--- src/rtl/core/sha256_hash_engine_macros.svh ---
// ---------------------------------------------------------------------------
// SHA-256 hash engine assertion macros
// Same-cycle and next-cycle implication checks, compiled out for synthesis.
// ---------------------------------------------------------------------------
`ifndef SHA256_HASH_ENGINE_MACROS_SVH
`define SHA256_HASH_ENGINE_MACROS_SVH
`ifndef SYNTHESIS
`define SHA_ASSERT_NOW(lbl, clk, rst, ante, cons) \
   lbl: assert property (@(posedge clk) disable iff (rst) (ante) |-> (cons)) \
      else $error("assertion failed");
`define SHA_ASSERT_NEXT(lbl, clk, rst, ante, cons) \
   lbl: assert property (@(posedge clk) disable iff (rst) (ante) |=> (cons)) \
      else $error("assertion failed");
`else
`define SHA_ASSERT_NOW(lbl, clk, rst, ante, cons)
`define SHA_ASSERT_NEXT(lbl, clk, rst, ante, cons)
`endif
`endif

--- src/rtl/core/sha256_pkg.sv ---
// ---------------------------------------------------------------------------
// SHA-256 package
// Shared types, constants and round functions of the hash engine.
// ---------------------------------------------------------------------------
`default_nettype none
package sha256_pkg;

   localparam int BLOCK_COUNT_WIDTH_DEF = 32;
   localparam int BLK_FIFO_DEPTH        = 2;
   localparam int NUM_ROUNDS            = 64;
   localparam logic [31:0] PAD_WORD     = 32'h8000_0000;

   typedef struct packed {
      logic [15:0][31:0] words;
      logic              fin;
   } blk_type;

   typedef struct packed {
      logic [7:0][31:0] words;
      logic             valid;
   } digest_type;

   typedef enum logic [1:0] {FR_COLLECT, FR_PAD1, FR_PAD2} front_state_type;
   typedef enum logic [1:0] {CR_IDLE, CR_ROUND, CR_ADD} core_state_type;

   function automatic logic [31:0] init_chain(input logic [2:0] i);
      logic [31:0] r;
      case (i)
         3'd0:    r = 32'h6a09e667;
         3'd1:    r = 32'hbb67ae85;
         3'd2:    r = 32'h3c6ef372;
         3'd3:    r = 32'ha54ff53a;
         3'd4:    r = 32'h510e527f;
         3'd5:    r = 32'h9b05688c;
         3'd6:    r = 32'h1f83d9ab;
         default: r = 32'h5be0cd19;
      endcase
      return r;
   endfunction

   function automatic logic [31:0] round_k(input logic [5:0] i);
      logic [63:0][31:0] k;
      k = {32'hc67178f2, 32'hbef9a3f7, 32'ha4506ceb, 32'h90befffa,
           32'h8cc70208, 32'h84c87814, 32'h78a5636f, 32'h748f82ee,
           32'h682e6ff3, 32'h5b9cca4f, 32'h4ed8aa4a, 32'h391c0cb3,
           32'h34b0bcb5, 32'h2748774c, 32'h1e376c08, 32'h19a4c116,
           32'h106aa070, 32'hf40e3585, 32'hd6990624, 32'hd192e819,
           32'hc76c51a3, 32'hc24b8b70, 32'ha81a664b, 32'ha2bfe8a1,
           32'h92722c85, 32'h81c2c92e, 32'h766a0abb, 32'h650a7354,
           32'h53380d13, 32'h4d2c6dfc, 32'h2e1b2138, 32'h27b70a85,
           32'h14292967, 32'h06ca6351, 32'hd5a79147, 32'hc6e00bf3,
           32'hbf597fc7, 32'hb00327c8, 32'ha831c66d, 32'h983e5152,
           32'h76f988da, 32'h5cb0a9dc, 32'h4a7484aa, 32'h2de92c6f,
           32'h240ca1cc, 32'h0fc19dc6, 32'hefbe4786, 32'he49b69c1,
           32'hc19bf174, 32'h9bdc06a7, 32'h80deb1fe, 32'h72be5d74,
           32'h550c7dc3, 32'h243185be, 32'h12835b01, 32'hd807aa98,
           32'hab1c5ed5, 32'h923f82a4, 32'h59f111f1, 32'h3956c25b,
           32'he9b5dba5, 32'hb5c0fbcf, 32'h71374491, 32'h428a2f98};
      return k[i];
   endfunction

   function automatic logic [31:0] rotr(input logic [31:0] x, input int n);
      return (x >> n) | (x << (32 - n));
   endfunction

   function automatic logic [31:0] big_sig0(input logic [31:0] x);
      return rotr(x, 2) ^ rotr(x, 13) ^ rotr(x, 22);
   endfunction

   function automatic logic [31:0] big_sig1(input logic [31:0] x);
      return rotr(x, 6) ^ rotr(x, 11) ^ rotr(x, 25);
   endfunction

   function automatic logic [31:0] small_sig0(input logic [31:0] x);
      return rotr(x, 7) ^ rotr(x, 18) ^ (x >> 3);
   endfunction

   function automatic logic [31:0] small_sig1(input logic [31:0] x);
      return rotr(x, 17) ^ rotr(x, 19) ^ (x >> 10);
   endfunction

endpackage
`default_nettype wire

--- src/rtl/core/sha256_blk_fifo.sv ---
// ---------------------------------------------------------------------------
// SHA-256 block queue
// Short queue of padded blocks between the front end and the round core.
// ---------------------------------------------------------------------------
`default_nettype none
module sha256_blk_fifo (
   input  wire logic                clock,
   input  wire logic                reset,
   input  wire logic                wr_en,
   input  wire sha256_pkg::blk_type wr_data,
   output logic                     full,
   input  wire logic                rd_en,
   output sha256_pkg::blk_type      rd_data,
   output logic                     empty
);

   localparam int PW = (sha256_pkg::BLK_FIFO_DEPTH > 1) ?
                       $clog2(sha256_pkg::BLK_FIFO_DEPTH) : 1;
   localparam int CW = $clog2(sha256_pkg::BLK_FIFO_DEPTH + 1);

   sha256_pkg::blk_type mem_ff [sha256_pkg::BLK_FIFO_DEPTH];
   logic [PW-1:0] wp_ff, wp_in, rp_ff, rp_in;
   logic [CW-1:0] cnt_ff, cnt_in;
   logic          do_wr, do_rd;

   assign full    = (cnt_ff == CW'(sha256_pkg::BLK_FIFO_DEPTH));
   assign empty   = (cnt_ff == '0);
   assign do_wr   = wr_en && !full;
   assign do_rd   = rd_en && !empty;
   assign rd_data = mem_ff[rp_ff];

   always_comb begin
      wp_in  = wp_ff;
      rp_in  = rp_ff;
      cnt_in = cnt_ff;
      if (do_wr) begin
         wp_in = (wp_ff == PW'(sha256_pkg::BLK_FIFO_DEPTH - 1)) ? '0 : wp_ff + 1'b1;
      end
      if (do_rd) begin
         rp_in = (rp_ff == PW'(sha256_pkg::BLK_FIFO_DEPTH - 1)) ? '0 : rp_ff + 1'b1;
      end
      if (do_wr && !do_rd) begin
         cnt_in = cnt_ff + 1'b1;
      end else if (do_rd && !do_wr) begin
         cnt_in = cnt_ff - 1'b1;
      end
   end

   always_ff @(posedge clock) begin
      if (reset) begin
         wp_ff  <= '0;
         rp_ff  <= '0;
         cnt_ff <= '0;
      end else begin
         wp_ff  <= wp_in;
         rp_ff  <= rp_in;
         cnt_ff <= cnt_in;
      end
   end

   always_ff @(posedge clock) begin
      if (do_wr) begin
         mem_ff[wp_ff] <= wr_data;
      end
   end

endmodule
`default_nettype wire

--- config.mk ---
export PLATFORM = sky130hd
export DESIGN_NAME = sha256_blk_fifo
export DESIGN_NICKNAME = d
export VERILOG_FILES = /design/src/rtl/core/sha256_hash_engine_macros.svh /design/src/rtl/core/sha256_pkg.sv /design/src/rtl/core/sha256_blk_fifo.sv
export SDC_FILE = /design/constraint.sdc
export NUM_CORES = 1
export LEC_CHECK = 0
export ABC_AREA = 0
export CAP_MARGIN = 20
export CORE_AREA = 4 4 404 406
export DETAILED_ROUTE_END_ITERATION = 8
export DIE_AREA = 0 0 408 410
export DONT_BUFFER_PORTS = 1
export SYNTH_ARGS = -nofsm -noshare
export SYNTH_HDL_FRONTEND = slang
export SYNTH_SLANG_ARGS = --single-unit
export TNS_END_PERCENT = 1
--- constraint.sdc ---
create_clock -name clock -period 28.3 [get_ports clock]
set_clock_uncertainty 0.2 [all_clocks]
set_input_delay 5.66 -clock clock [delete_from_list [all_inputs] [get_ports clock]]
set_output_delay 5.66 -clock clock [all_outputs]
set_load 0.01 [all_outputs]
Word-level counts from Yosys, hierarchy flattened
Memory sizes are Yosys's and may differ from the RTL's. A register that Yosys moved wholly into a read port is not among the register bits.
Cells that the tools add are included.
Widths: inputs -> output; s select.
{ "op_classes": {"n_reduce_logical": 10, "order_cmp": 0, "n_shift": 0, "add_sub_neg": 4, "mux": 8, "n_eq_ne": 1, "n_bitwise": 0, "div": 0, "n_mul": 0} }
{ "op_table": {"columns": ["operator", "n"], "rows": [
  ["$mux 1", 6],
  ["$logic_and 1x1->1", 4],
  ["$logic_not 1->1", 4],
  ["$mux 2", 2],
  ["$add 1x1->1 const B", 2],
  ["$add 2x1->2 const B", 1],
  ["$eq 2x2->1 const B", 1],
  ["$logic_not 2->1", 1],
  ["$reduce_bool 2->1", 1],
  ["$sub 2x1->2 const B", 1]
]} }
{ "totals": {"out_inout_bits": 515, "memories": 1, "input_bits": 517, "latch_bits": 0, "rom_bits": 0, "mem_bits_rw": 1026, "regBits": 4, "wordCells": 27} }
{ "memory_table": {"columns": ["name", "depth", "word_bits", "read_ports", "rd_ports_with_merged_regs", "write_ports", "line", "rtl"], "rows": [
  ["mem_ff", 2, 513, 1, 1, 1, "sha256_blk_fifo.sv:21", "sha256_pkg::blk_type mem_ff [sha256_pkg::BLK_FIFO_DEPTH];"]
]} }

Depth between registers and ports, before layout
{ "depth": {"ltp_word": 7, "mapped_depth": 6, "depth_no_buf": 6} }

Worst setup path after synthesis
Ideal clock, no wire load.
{ "synth_path": {"kind": "input to register", "from": "input port wr_en", "to": "memory mem_ff[1][0] (netlist name) (enable)", "t_arrival_ns": 17.451, "stages": 3, "setup_slack_ns": 9.703, "setup_time_ns": 0.947, "n_path_buf": 0, "required_ns": 27.153, "path_cell_list": "inv_1 -> nor2_1 -> and2_1"} }
{ "synth_via": {"elab_chain_cells": 3} }
{ "synth_lines": {"columns": ["element", "line", "rtl"], "rows": [
  ["from (decl)", "sha256_blk_fifo.sv:9", "input wire logic wr_en,"],
  ["$logic_and 1x1->1", "sha256_blk_fifo.sv:28", "assign do_wr = wr_en && !full;"],
  ["via do_wr", "sha256_blk_fifo.sv:24", "logic do_wr, do_rd;"],
  ["$mux 1", "sha256_blk_fifo.sv:62", "if (do_wr) begin"],
  ["$mux 1 (implied by the code)", "sha256_blk_fifo.sv:63", "mem_ff[wp_ff] <= wr_data;"],
  ["to (decl)", "sha256_blk_fifo.sv:21", null]
]} }
The timed path passes the listed nets, and every way through them passes these cells.

==> results by stage <==
Outcome:
- The flow ran to the end, and the final reports show no timing, DRC or antenna violations.

STA:
- The measured slew at the worst slew-check pin is 1.07 ns.
- Based on the critical path, the design can be clocked at up to 0.0904 GHz.
- The setup TNS after final layout is 0 ns.
- The final critical delay including setup and external delays is 11.07 ns.
- Setup repair after global routing left no endpoint under its margin.
- The number of failing hold endpoints at the final stage is 0.
- The number of setup violations in the final report is 0.
- After layout, the worst path uses 39.1% of the clock period.
- The worst pin sits at a relative slew slack of 28.9%.
- The number of max-slew violations in the final report is 0.
- Setup slack on the critical path of the routed design comes to 17.23 ns.

Placement:
- The wire-length estimate of the detail-placed layout is 84400 um.
- The congestion estimate from routability-driven global placement came to 0.935.
- Input and output buffers added on the ports amount to 0.
- The instance area at placement is 0.0414 sq mm.
- Before CTS, the worst setup slack after placement is 17.40 ns.

Critical path:
- Across all register-to-register paths, the minimum setup slack is 22.64 ns.
- The worst setup path is of the register to primary output kind.
- The worst register-to-register path begins at cnt_ff[0].
- The worst setup path is launched from a register.
- The required time of the worst setup path is 22.44 ns.
- The terminus of the critical flop-to-flop path is mem_ff[0][191].
- Of all nets on the critical path, the largest fanout is 56.
- The signal arrival time at the worst endpoint is 5.21 ns.
- The worst register-to-register path has a depth of 7.
- The capturing element type of the critical path is a primary output.

Synth:
- The count of state elements after synthesis is 1031.
- The total number of yosys warnings is 0.
- The mapped netlist covers 0.0393 sq mm.
- The proportion of synthesized chip area in sequential cells is 78.7%.
- The per-instance average area after synthesis is 24.2 sq um.
- Sorting the synthesized cells by area gives the leading types as edfxtp_1, mux2_4, mux2_2.
- The share of Yosys cell area claimed by the top area cell type is 78.5%.
- The synthesized net count is 2139.
- The largest total area in the synthesized netlist belongs to edfxtp_1.
- Synthesis produced a netlist whose cell count is 1621.
- The number of different library cells used by synthesis comes to 16.

Finish:
- Cells fill 28.1% of the core in the end.
- After the last flow step, the layout net total stands at 2215.
- Leaving out fill and tap cells, the most frequent cell in the layout is edfxtp_1.
- The fraction of final layout cells sized beyond drive strength 1 is 39.0%.
- The library cells used most frequently in the layout, excluding fill and tap cells, are edfxtp_1, mux2_4, clkbuf_16, mux2_2, buf_4.
- Compared with the post-synthesis result, the final layout area differs by 14.2%.
- The design area is 0.0448 sq mm.

Global routing:
- Entering global routing, the biggest net connects 89 pins.
- The aggregate global routing overflow is 0.
- The first-pass GRT wire length is 143000 um.
- In the global route stage, overall resource usage came out at 12.4%.
- The initial antenna violation count is 41.
- The number of global-route vias before repair came to 16600.

Detailed routing:
- In the routed layout, each cell is associated on average with a via count of 4.14.
- In the routed design, unresolved DRC markers number 0.
- The average wire per cell in the routed design is 28.2 um.
- The number of antenna-violating nets in the routed design is 0.
- The DRC marker count from the first detailed-route iteration is 1296.
- The routed via count is 16100.
- The total wire length is 110000 um.
- The iteration count of the initial detailed-routing pass is 5.

Floorplan:
- The starting density of the core is 24.6%.
- The floorplan step defined a die boundary enclosing 0.167 sq mm.
- After floorplanning, the core was divided into 147 placement rows.
- The width of the chip is 408 um.
- 1032 I/O pins were placed.
- The core region is 0.160 sq mm.
- The chip height is 410 um.

Power and ir drop:
- IR analysis of the VDD net gives a maximum drop of 0.0749 mV.
- Summed over all cells, the static leakage comes to 15.0 nW.
- The overall power consumption is 4.33 mW.
- The total power per unit cell area is 96.5 mW/mm^2.

Clock network:
- Counting every sink on the clock net gives 1031.
- The H-tree was split into 3 levels.
- The later pin in the worst-skew pair is clocked with a latency of 0.69 ns.
- The clock passes through at most 3 buffers.
- Hold repair after CTS inserted 0 buffers.
- The number of gates resized after CTS was 0.
- Clock-pin slew was measured on the worst setup and hold paths at 0.06 ns.
- The CTS tree is built.
- Once the clock tree was built, the setup fixing pass inserted 0 buffers.
- CTS placed an instance of clkbuf_16 at the clock tree root.
- The number of CTS-inserted buffers is 104.

Hold path:
- The hold path startpoint is wp_ff.
- The class of the tightest hold or removal check is register to register.
- The worst-case hold path end point is wp_ff.
- The worst hold path passes through 2 cells.

Flow run:
- The max-capacitance violation count is 0.
[worst max-delay path by stage]
stage	depth (start not counted)	slack, ns	end	start
floorplan	3	9.70	mem_ff[1][0]	wr_en
detailed placement	7	17.40	mem_ff[0][201]	wr_en
global placement	7	17.62	mem_ff[0][193]	wr_en
CTS	5	17.06	rd_data[372]	register
global route	5	16.88	rd_data[377]	register
finish	5	17.23	rd_data[372]	register
[cell usage after synthesis]
cell type	instances
o21ai_0	3
a21oi_1	2
nor2_1	5
nor2b_1	1
mux2_2	43
ha_1	1
or3_1	2
buf_6	32
and2_1	1
xor2_1	3
buf_2	4
edfxtp_1	1026
mux2_4	470
inv_1	2
buf_8	21
dfxtp_1	5
[per-layer routing]
layer | track usage (%) | vias up | share of wire, % | wire [um]
li1 | - | 6676 | - | -
met1 | 12.7 | 8322 | 33 | 36600
met2 | 21.1 | 907 | 50 | 55100
met3 | 7.27 | 201 | 14 | 15200
met4 | 4.19 | 4 | 2.6 | 2860
met5 | 0 | - | 0.020 | 22
[cell families after synthesis]
kind of cell	after synthesis	share of synthesized area [%]
buffers and inverters	59	1.79
and+or+nand+nor	9	0.112
AOI/OAI and AO/OA	5	0.0637
xor gates and xnor gates	3	0.0669
DFF	1031	78.7
adders and majority gates	1	0.0319
muxes	513	19.2
[power breakdown]
part	internal [mW]	switching (mW)	total, mW
combinational	0.418	0.581	0.999
clock	0.752	0.591	1.34
sequential	1.92	0.0645	1.99
[registers in the layout (all words and copies together) (netlist names), named ones only]
register	flops
wp_ff	1
cnt_ff	2
rp_ff	1
mem_ff	1026
[per-stage QoR]
stage	hold WS [ns]	std cells
2_1_floorplan	0.252	1621
3_3_place_gp	0.282	3676
3_5_place_dp	0.282	3677
4_1_cts	0.293	3871
5_1_grt	0.313	3879
6_report	0.294	3895
[cell type report]
class / instances / area (sq um)
fillers: 15500 / 115000
flip-flops and latches: 1031 / 30900
multi-input cells: 531 / 7650
clock buffers: 125 / 2740
well taps: 2086 / 2610
clock inverters: 69 / 628
repair buffers: 27 / 223
diodes: 24 / 60.1
inverters: 2 / 15.0
[critical path, cell delays in order (launching register included)]
cell,delay (ns)
dfxtp_4,0.89
buf_4,0.70
buf_4,0.77
buf_4,0.67
buf_4,0.89
mux2_4,0.39
No activity file was read; power rests on OpenSTA's default activity.
