`src/rtl/core/sha256_hash_engine_macros.svh`:
```
// ---------------------------------------------------------------------------
// SHA-256 hash engine assertion macros
// Same-cycle and next-cycle implication checks, compiled out for synthesis.
// ---------------------------------------------------------------------------
`ifndef SHA256_HASH_ENGINE_MACROS_SVH
`define SHA256_HASH_ENGINE_MACROS_SVH
`ifndef SYNTHESIS
`define SHA_ASSERT_NOW(lbl, clk, rst, ante, cons) \
   lbl: assert property (@(posedge clk) disable iff (rst) (ante) |-> (cons)) \
      else $error("assertion failed");
`define SHA_ASSERT_NEXT(lbl, clk, rst, ante, cons) \
   lbl: assert property (@(posedge clk) disable iff (rst) (ante) |=> (cons)) \
      else $error("assertion failed");
`else
`define SHA_ASSERT_NOW(lbl, clk, rst, ante, cons)
`define SHA_ASSERT_NEXT(lbl, clk, rst, ante, cons)
`endif
`endif

```
`src/rtl/core/sha256_pkg.sv`:
```
// ---------------------------------------------------------------------------
// SHA-256 package
// Shared types, constants and round functions of the hash engine.
// ---------------------------------------------------------------------------
`default_nettype none
package sha256_pkg;

   localparam int BLOCK_COUNT_WIDTH_DEF = 32;
   localparam int BLK_FIFO_DEPTH        = 2;
   localparam int NUM_ROUNDS            = 64;
   localparam logic [31:0] PAD_WORD     = 32'h8000_0000;

   typedef struct packed {
      logic [15:0][31:0] words;
      logic              fin;
   } blk_type;

   typedef struct packed {
      logic [7:0][31:0] words;
      logic             valid;
   } digest_type;

   typedef enum logic [1:0] {FR_COLLECT, FR_PAD1, FR_PAD2} front_state_type;
   typedef enum logic [1:0] {CR_IDLE, CR_ROUND, CR_ADD} core_state_type;

   function automatic logic [31:0] init_chain(input logic [2:0] i);
      logic [31:0] r;
      case (i)
         3'd0:    r = 32'h6a09e667;
         3'd1:    r = 32'hbb67ae85;
         3'd2:    r = 32'h3c6ef372;
         3'd3:    r = 32'ha54ff53a;
         3'd4:    r = 32'h510e527f;
         3'd5:    r = 32'h9b05688c;
         3'd6:    r = 32'h1f83d9ab;
         default: r = 32'h5be0cd19;
      endcase
      return r;
   endfunction

   function automatic logic [31:0] round_k(input logic [5:0] i);
      logic [63:0][31:0] k;
      k = {32'hc67178f2, 32'hbef9a3f7, 32'ha4506ceb, 32'h90befffa,
           32'h8cc70208, 32'h84c87814, 32'h78a5636f, 32'h748f82ee,
           32'h682e6ff3, 32'h5b9cca4f, 32'h4ed8aa4a, 32'h391c0cb3,
           32'h34b0bcb5, 32'h2748774c, 32'h1e376c08, 32'h19a4c116,
           32'h106aa070, 32'hf40e3585, 32'hd6990624, 32'hd192e819,
           32'hc76c51a3, 32'hc24b8b70, 32'ha81a664b, 32'ha2bfe8a1,
           32'h92722c85, 32'h81c2c92e, 32'h766a0abb, 32'h650a7354,
           32'h53380d13, 32'h4d2c6dfc, 32'h2e1b2138, 32'h27b70a85,
           32'h14292967, 32'h06ca6351, 32'hd5a79147, 32'hc6e00bf3,
           32'hbf597fc7, 32'hb00327c8, 32'ha831c66d, 32'h983e5152,
           32'h76f988da, 32'h5cb0a9dc, 32'h4a7484aa, 32'h2de92c6f,
           32'h240ca1cc, 32'h0fc19dc6, 32'hefbe4786, 32'he49b69c1,
           32'hc19bf174, 32'h9bdc06a7, 32'h80deb1fe, 32'h72be5d74,
           32'h550c7dc3, 32'h243185be, 32'h12835b01, 32'hd807aa98,
           32'hab1c5ed5, 32'h923f82a4, 32'h59f111f1, 32'h3956c25b,
           32'he9b5dba5, 32'hb5c0fbcf, 32'h71374491, 32'h428a2f98};
      return k[i];
   endfunction

   function automatic logic [31:0] rotr(input logic [31:0] x, input int n);
      return (x >> n) | (x << (32 - n));
   endfunction

   function automatic logic [31:0] big_sig0(input logic [31:0] x);
      return rotr(x, 2) ^ rotr(x, 13) ^ rotr(x, 22);
   endfunction

   function automatic logic [31:0] big_sig1(input logic [31:0] x);
      return rotr(x, 6) ^ rotr(x, 11) ^ rotr(x, 25);
   endfunction

   function automatic logic [31:0] small_sig0(input logic [31:0] x);
      return rotr(x, 7) ^ rotr(x, 18) ^ (x >> 3);
   endfunction

   function automatic logic [31:0] small_sig1(input logic [31:0] x);
      return rotr(x, 17) ^ rotr(x, 19) ^ (x >> 10);
   endfunction

endpackage
`default_nettype wire

```
`src/rtl/core/sha256_core.sv`:
```
// ---------------------------------------------------------------------------
// SHA-256 round core
// One compression round per cycle over a 16-word schedule window.
// ---------------------------------------------------------------------------
`default_nettype none
module sha256_core (
   input  wire logic                clock,
   input  wire logic                reset,
   input  wire logic                q_empty,
   input  wire sha256_pkg::blk_type q_data,
   output logic                     q_pop,
   input  wire logic                out_busy,
   output sha256_pkg::digest_type   digest
);

   sha256_pkg::core_state_type state_ff, state_in;
   logic [5:0]        rnd_ff, rnd_in;
   logic [7:0][31:0]  v_ff, v_in, ch_ff, ch_in, sum;
   logic [15:0][31:0] w_ff, w_in;
   logic              fin_ff, fin_in;
   logic [31:0]       t1, t2, w_new;

   always_comb begin
      t1 = v_ff[7] + sha256_pkg::big_sig1(v_ff[4])
         + ((v_ff[4] & v_ff[5]) ^ (~v_ff[4] & v_ff[6]))
         + sha256_pkg::round_k(rnd_ff) + w_ff[0];
      t2 = sha256_pkg::big_sig0(v_ff[0])
         + ((v_ff[0] & v_ff[1]) ^ (v_ff[0] & v_ff[2]) ^ (v_ff[1] & v_ff[2]));
      w_new = sha256_pkg::small_sig1(w_ff[14]) + w_ff[9]
            + sha256_pkg::small_sig0(w_ff[1]) + w_ff[0];
      for (int i = 0; i < 8; i++) begin
         sum[i] = ch_ff[i] + v_ff[i];
      end
   end

   always_comb begin
      state_in = state_ff;
      rnd_in   = rnd_ff;
      v_in     = v_ff;
      w_in     = w_ff;
      ch_in    = ch_ff;
      fin_in   = fin_ff;
      q_pop    = 1'b0;
      digest   = '0;
      unique case (state_ff)
         sha256_pkg::CR_IDLE: begin
            if (!q_empty) begin
               q_pop    = 1'b1;
               w_in     = q_data.words;
               fin_in   = q_data.fin;
               v_in     = ch_ff;
               rnd_in   = '0;
               state_in = sha256_pkg::CR_ROUND;
            end
         end
         sha256_pkg::CR_ROUND: begin
            v_in = {v_ff[6:4], v_ff[3] + t1, v_ff[2:0], t1 + t2};
            w_in = {w_new, w_ff[15:1]};
            rnd_in = rnd_ff + 6'd1;
            if (rnd_ff == 6'(sha256_pkg::NUM_ROUNDS - 1)) begin
               state_in = sha256_pkg::CR_ADD;
            end
         end
         sha256_pkg::CR_ADD: begin
            if (!fin_ff) begin
               ch_in    = sum;
               state_in = sha256_pkg::CR_IDLE;
            end else if (!out_busy) begin
               // hand over the digest and restart the chain
               digest.words = sum;
               digest.valid = 1'b1;
               for (int i = 0; i < 8; i++) begin
                  ch_in[i] = sha256_pkg::init_chain(3'(i));
               end
               state_in = sha256_pkg::CR_IDLE;
            end
         end
         default: state_in = sha256_pkg::CR_IDLE;
      endcase
   end

   always_ff @(posedge clock) begin
      if (reset) begin
         state_ff <= sha256_pkg::CR_IDLE;
         for (int i = 0; i < 8; i++) begin
            ch_ff[i] <= sha256_pkg::init_chain(3'(i));
         end
      end else begin
         state_ff <= state_in;
         ch_ff    <= ch_in;
      end
   end

   always_ff @(posedge clock) begin
      rnd_ff <= rnd_in;
      v_ff   <= v_in;
      w_ff   <= w_in;
      fin_ff <= fin_in;
   end

endmodule
`default_nettype wire

```
`config.mk`:
```
export PLATFORM = sky130hd
export DESIGN_NAME = sha256_core
export DESIGN_NICKNAME = d
export VERILOG_FILES = /design/src/rtl/core/sha256_hash_engine_macros.svh /design/src/rtl/core/sha256_pkg.sv /design/src/rtl/core/sha256_core.sv
export SDC_FILE = /design/constraint.sdc
export NUM_CORES = 2
export LEC_CHECK = 0
export ABC_AREA = 1
export BUFFER_PORTS_ARGS = -buffer_cell sky130_fd_sc_hd__buf_2
export CAP_MARGIN = 20
export CORE_MARGIN = 2
export CORE_UTILIZATION = 25
export DETAILED_ROUTE_END_ITERATION = 16
export HOLD_SLACK_MARGIN = 0.03
export PLACE_DENSITY_LB_ADDON = 0.15
export SYNTH_ARGS = -nofsm -noshare
export SYNTH_HDL_FRONTEND = slang
export SYNTH_SLANG_ARGS = --single-unit
```
`constraint.sdc`:
```
create_clock -name clock -period 11.1 [get_ports clock]
set_input_delay 0.555 -clock clock [delete_from_list [all_inputs] [get_ports clock]]
set_output_delay 0.555 -clock clock [all_outputs]
set_load 0.01 [all_outputs]
```
## After elaboration in Yosys (flattened, before gate mapping)

Memories as Yosys holds them, arrays and structs flattened. A register that Yosys moved wholly into a read port is not among the register bits.
Index checks and enable logic that the tools add are counted.

- Register bits after elaboration: 1033
- ROM bits: 2048
- Input bits: 517
- Output and inout bits: 258
- Word-level logic and storage cells: 117
- Memories kept: 1

- Add/sub/neg operators: 19
- Order comparisons: 1
- Eq/ne operators: 7
- Mux-type cells: 20
- Bitwise operators: 28
- Reductions and logical operators: 6

Memory list:

| name | words | bits a word | read ports | clocked after Yosys merged registers in | wr ports | line | source |
|---|---|---|---|---|---|---|---|
| (no name shown) | 64 | 32 | 1 | 1 | 0 | sha256_pkg.sv:59 | `return k[i];` |

Operators with widths:

| kind | number |
|---|---|
| 512-bit case mux with 2 select lines | 1 |
| 257-bit two-way mux | 3 |
| 256-bit two-way mux | 3 |
| 32-bit adder | 18 |
| 512-bit two-way mux | 1 |
| 256-bit case mux with 2 select lines | 1 |
| 32-bit XOR | 9 |
| 32-bit AND | 5 |
| 32-bit two-way mux | 1 |
| 32-bit inverter | 1 |
| 10-bit by 32-bit OR with 32-bit output | 1 |
| 13-bit by 32-bit OR with 32-bit output | 1 |
| 14-bit by 32-bit OR with 32-bit output | 1 |
| 15-bit by 32-bit OR with 32-bit output | 1 |
| 19-bit by 32-bit OR with 32-bit output | 1 |
| 21-bit by 32-bit OR with 32-bit output | 1 |
| 25-bit by 32-bit OR with 32-bit output | 1 |
| 26-bit by 32-bit OR with 32-bit output | 1 |
| 30-bit by 32-bit OR with 32-bit output | 1 |
| 7-bit by 32-bit OR with 32-bit output | 1 |
| 32-bit by 22-bit XOR with 32-bit output | 1 |
| 32-bit by 29-bit XOR with 32-bit output | 1 |
| 6-bit two-way mux | 2 |
| 6-bit case mux with 2 select lines | 1 |
| 15 further kinds | 23 |

## Logic depth before layout (Yosys ltp)

- Word-level depth: 9
- Gate-level depth with buffers: 39
- Gate-level depth less buffers: 38

## Worst setup path after synthesis

OpenSTA, ideal clock, no wires.

- Path type: input to register
- From: input q_empty
- To: register with a tool-made name
- Library setup time: 0.069 ns
- Data arrival time: 10.185 ns
- Data required time: 11.031 ns
- Path slack: 0.845 ns
- Cell stages on the path: 8
- Buffers on the path: 1
- Cell sequence: inv_1 o21ai_2 inv_2 o22ai_2 inv_2 clkbuf_1 o221ai_1 o21ai_1

RTL lines:

| what | line | source |
|---|---|---|
| from (decl) | sha256_core.sv:9 | `input wire logic q_empty,` |

==> out/metrics.csv <==
metric,value,unit
clk sinks,1065,
Slew headroom,24.4,%
multi-input logic area,41500,sq um
FF-to-FF path depth,26,
FF-to-FF End,v_ff[30],
max layer used,met5,
routed wl met3,24.2,mm
DR WL/cell,25.2,microns
synthesized net count,11300,
highest clock rate,140,MHz
largest net degree at the start of global routing,174,
M1 wire length,187,mm
Syn Area/Cell,7.50,sq um
fillcell total,33300,
Synth area leaders,"edfxtp_1 30%, nand2_1 17%, dfxtp_1 7.6%, ha_1 6.4%, inv_1 5.7%",
fraction of layout cells with a size suffix above 1,10.0,%
Vias,75000,
Post-Place Cells,14800,
HPWL Detailed,312,mm
worst path arrival time,7.76,ns
Netlist Area Pre-Place,76500,sq um
Critical Path RT,11.70,ns
final RePlAce weighted congestion,0.952,
Layout area overhead,23.1,%
register area,29100,sq um
run status,"finished, final reports clean",
global route overflow,0,
Yosys Warn Count,0,
ys flop type,edfxtp_1,
clock slew at reported path FFs,0.06,ns
measured slew at the worst slew-check pin,1.12,ns
post-cts repair resize count,0,
Iter 0 DRT Violations,6748,
die outline height,557,microns
number of top-level pins,775,
"area leader, netlist",edfxtp_1,
Initial Util,25.1,%
max-slew violations,0,
vias in the first global route,73000,
Worst Hold Class,input port to flop,
die area,310000,sq um
crit end category,flop,
reg2reg start,v_ff[136],
Post-synth ARST share,0,%
Final Skew,0.0597,ns
CTS max path bufs,4,
# Post-CTS Setup Buffers,0,
Critical Path End,v_ff[30],
drt total wl,392,mm
max_cap viols,0,
H-Tree Depth,4,
Gate Count Post-Synth,10200,
top-area cell type share of the netlist area,30.4,%
final hold violation count,0,
input/output buffers,774,
drt pass-1 iters,6,
met2 WL,169,mm
DRC violations left,0,
min Tclk post-route,7.16,ns
fin crit share,64.5,%
Synth cell types,60,
Skew-Pair Late Insertion Delay,0.85,ns
Die Span X,557,microns
number of enable flip-flop cells after synthesis,775,
count of state elements after synthesis,1065,
antenna violations before repair,40,
crit path kind,flop to flop,
Setup TNS,0,ns
root buf cell,clkbuf_16,
unrepaired setup endpoints after global routing,no,
Worst Setup SP,v_ff[136],
register area share after synthesis,38.0,%
post-route insts no fill,15500,
first-pass GRT wire length,544,mm
Core ar.,305000,sq um
row cnt,203,
CP max FO,7,
Final setup viols,0,
Nets,12400,
reg2reg setup slack,3.94,ns
CTS tree,yes,
Post-DRT Antenna Nets,0,
TritonCTS Buffers,150,
global-route usage over all layers,24.3,%
Vias/cell,4.83,
CP Launch Type,flop,
-- stage by stage --
step	hold WS (ns)	setup WS (ns)	instance area, sq um	util, %
6_report	0.0730	3.94	94200	30.9
5_1_grt	0.0448	3.63	94200	30.9
4_1_cts	0.0337	4.04	94100	30.8
3_5_place_dp	0.479	4.03	84600	27.7
3_3_place_gp	0.471	3.98	84500	27.7
2_1_floorplan	0.458	0.845	76500	-
-- cells in the mapped netlist (all sizes together), types with 61 or more instances --
library cell	n
a21o	61
a21oi	691
buf	66
clkbuf	314
dfxtp	290
edfxtp	775
fa	195
ha	389
inv	1188
nand2	3440
nand3	379
nand4	104
nor2	753
nor3	64
o21ai	648
o21bai	63
xnor2	223
xor2	206
-- what timing repair did --
action,CTS,global route
hold buffers,466,0
setup endpoints to repair,0,0
endpoints found under the hold margin,466,0
-- cells by family after synthesis --
logic type / count (synthesis) / share of synthesized area [%]
fa+ha+maj: 584 / 11.5
xor+xnor: 429 / 4.91
flops: 1065 / 38.0
buf+inv: 1568 / 7.82
compound gates: 1699 / 12.4
simple gates: 4855 / 25.4
-- critical path, stage by stage, from the launching register on --
cell and delay [ns]:
edfxtp_1 0.62, xnor2_1 0.23, xor2_1 0.20, fa_1 0.52, inv_1 0.06, fa_1 0.49
inv_1 0.06, fa_1 0.48, inv_1 0.05, ha_1 0.35, a21oi_1 0.36, o21ai_0 0.24
o21bai_1 0.23, a221oi_1 0.35, nand3_1 0.11, nand2_1 0.21, inv_1 0.09, fa_1 0.48
inv_1 0.04, ha_1 0.48, nand2_1 0.16, nor3_1 0.16, inv_1 0.08, o21ai_0 0.47
a21oi_1 0.12, a21oi_1 0.18, o21ai_1 0.08
-- layout by cell type, fill, tap and decap left out, types with 10 or more instances in the layout --
cell,n
nor2_1,744
nor4_1,12
clkinv_1,14
ha_1,389
nand3_1,379
or2_2,37
o22ai_1,14
o21a_1,22
nand2_1,3437
o221ai_1,55
a21boi_0,33
nor3_1,62
inv_1,1169
a31oi_1,41
diode_2,26
inv_2,13
buf_2,773
clkbuf_8,11
o211ai_1,36
fa_1,195
clkinv_2,20
o21bai_1,63
xor2_1,206
edfxtp_1,775
dlygate4sd3_1,466
bufinv_16,11
clkinvlp_4,10
xnor2_1,223
a21o_1,61
o21ai_0,606
buf_4,58
clkbuf_16,152
o21ai_1,36
clkbuf_1,30
a21oi_1,688
nand4_1,104
nand3b_1,44
dfxtp_1,290
-- worst min-delay path by stage --
| stage | startpoint | endpoint | cells after the start |
|---|---|---|---|
| after floorplan | ch_ff[160] | ch_ff[160] | 2 |
| after global placement | ch_ff[160] | ch_ff[160] | 2 |
| after detailed placement | ch_ff[67] | ch_ff[67] | 2 |
| after CTS | q_data[83] | w_ff[82] | 3 |
| after global routing | q_data[83] | w_ff[82] | 3 |
| final | q_data[83] | w_ff[82] | 3 |
-- sequential cells by signal (all words and copies together), names as in the netlist, named ones only --
name and count:
w_ff 512, ch_ff 256, v_ff 256, rnd_ff 6, state_ff 2, fin_ff 1
-- layer usage --
metal / up-vias / GRT usage [%]
li1: 35500 / -
met1: 36500 / 35.5
met2: 2614 / 36.8
met3: 433 / 3.66
met4: 24 / 6.58
met5: - / 0
-- final cells by class --
cell class | count | area share (%)
diodes | 26 | 0.0691
flip-flops and latches | 1065 | 30.9
clock inverters | 76 | 0.850
clock buffers | 193 | 4.32
repair buffers | 1303 | 9.64
inverters | 1188 | 4.77
multi-input cells | 7567 | 44.0
well taps | 4100 | 5.45
Power is left out: the tool's default activity adds up to more than one toggle a clock period on the data nets, which glitch-free logic cannot reach.
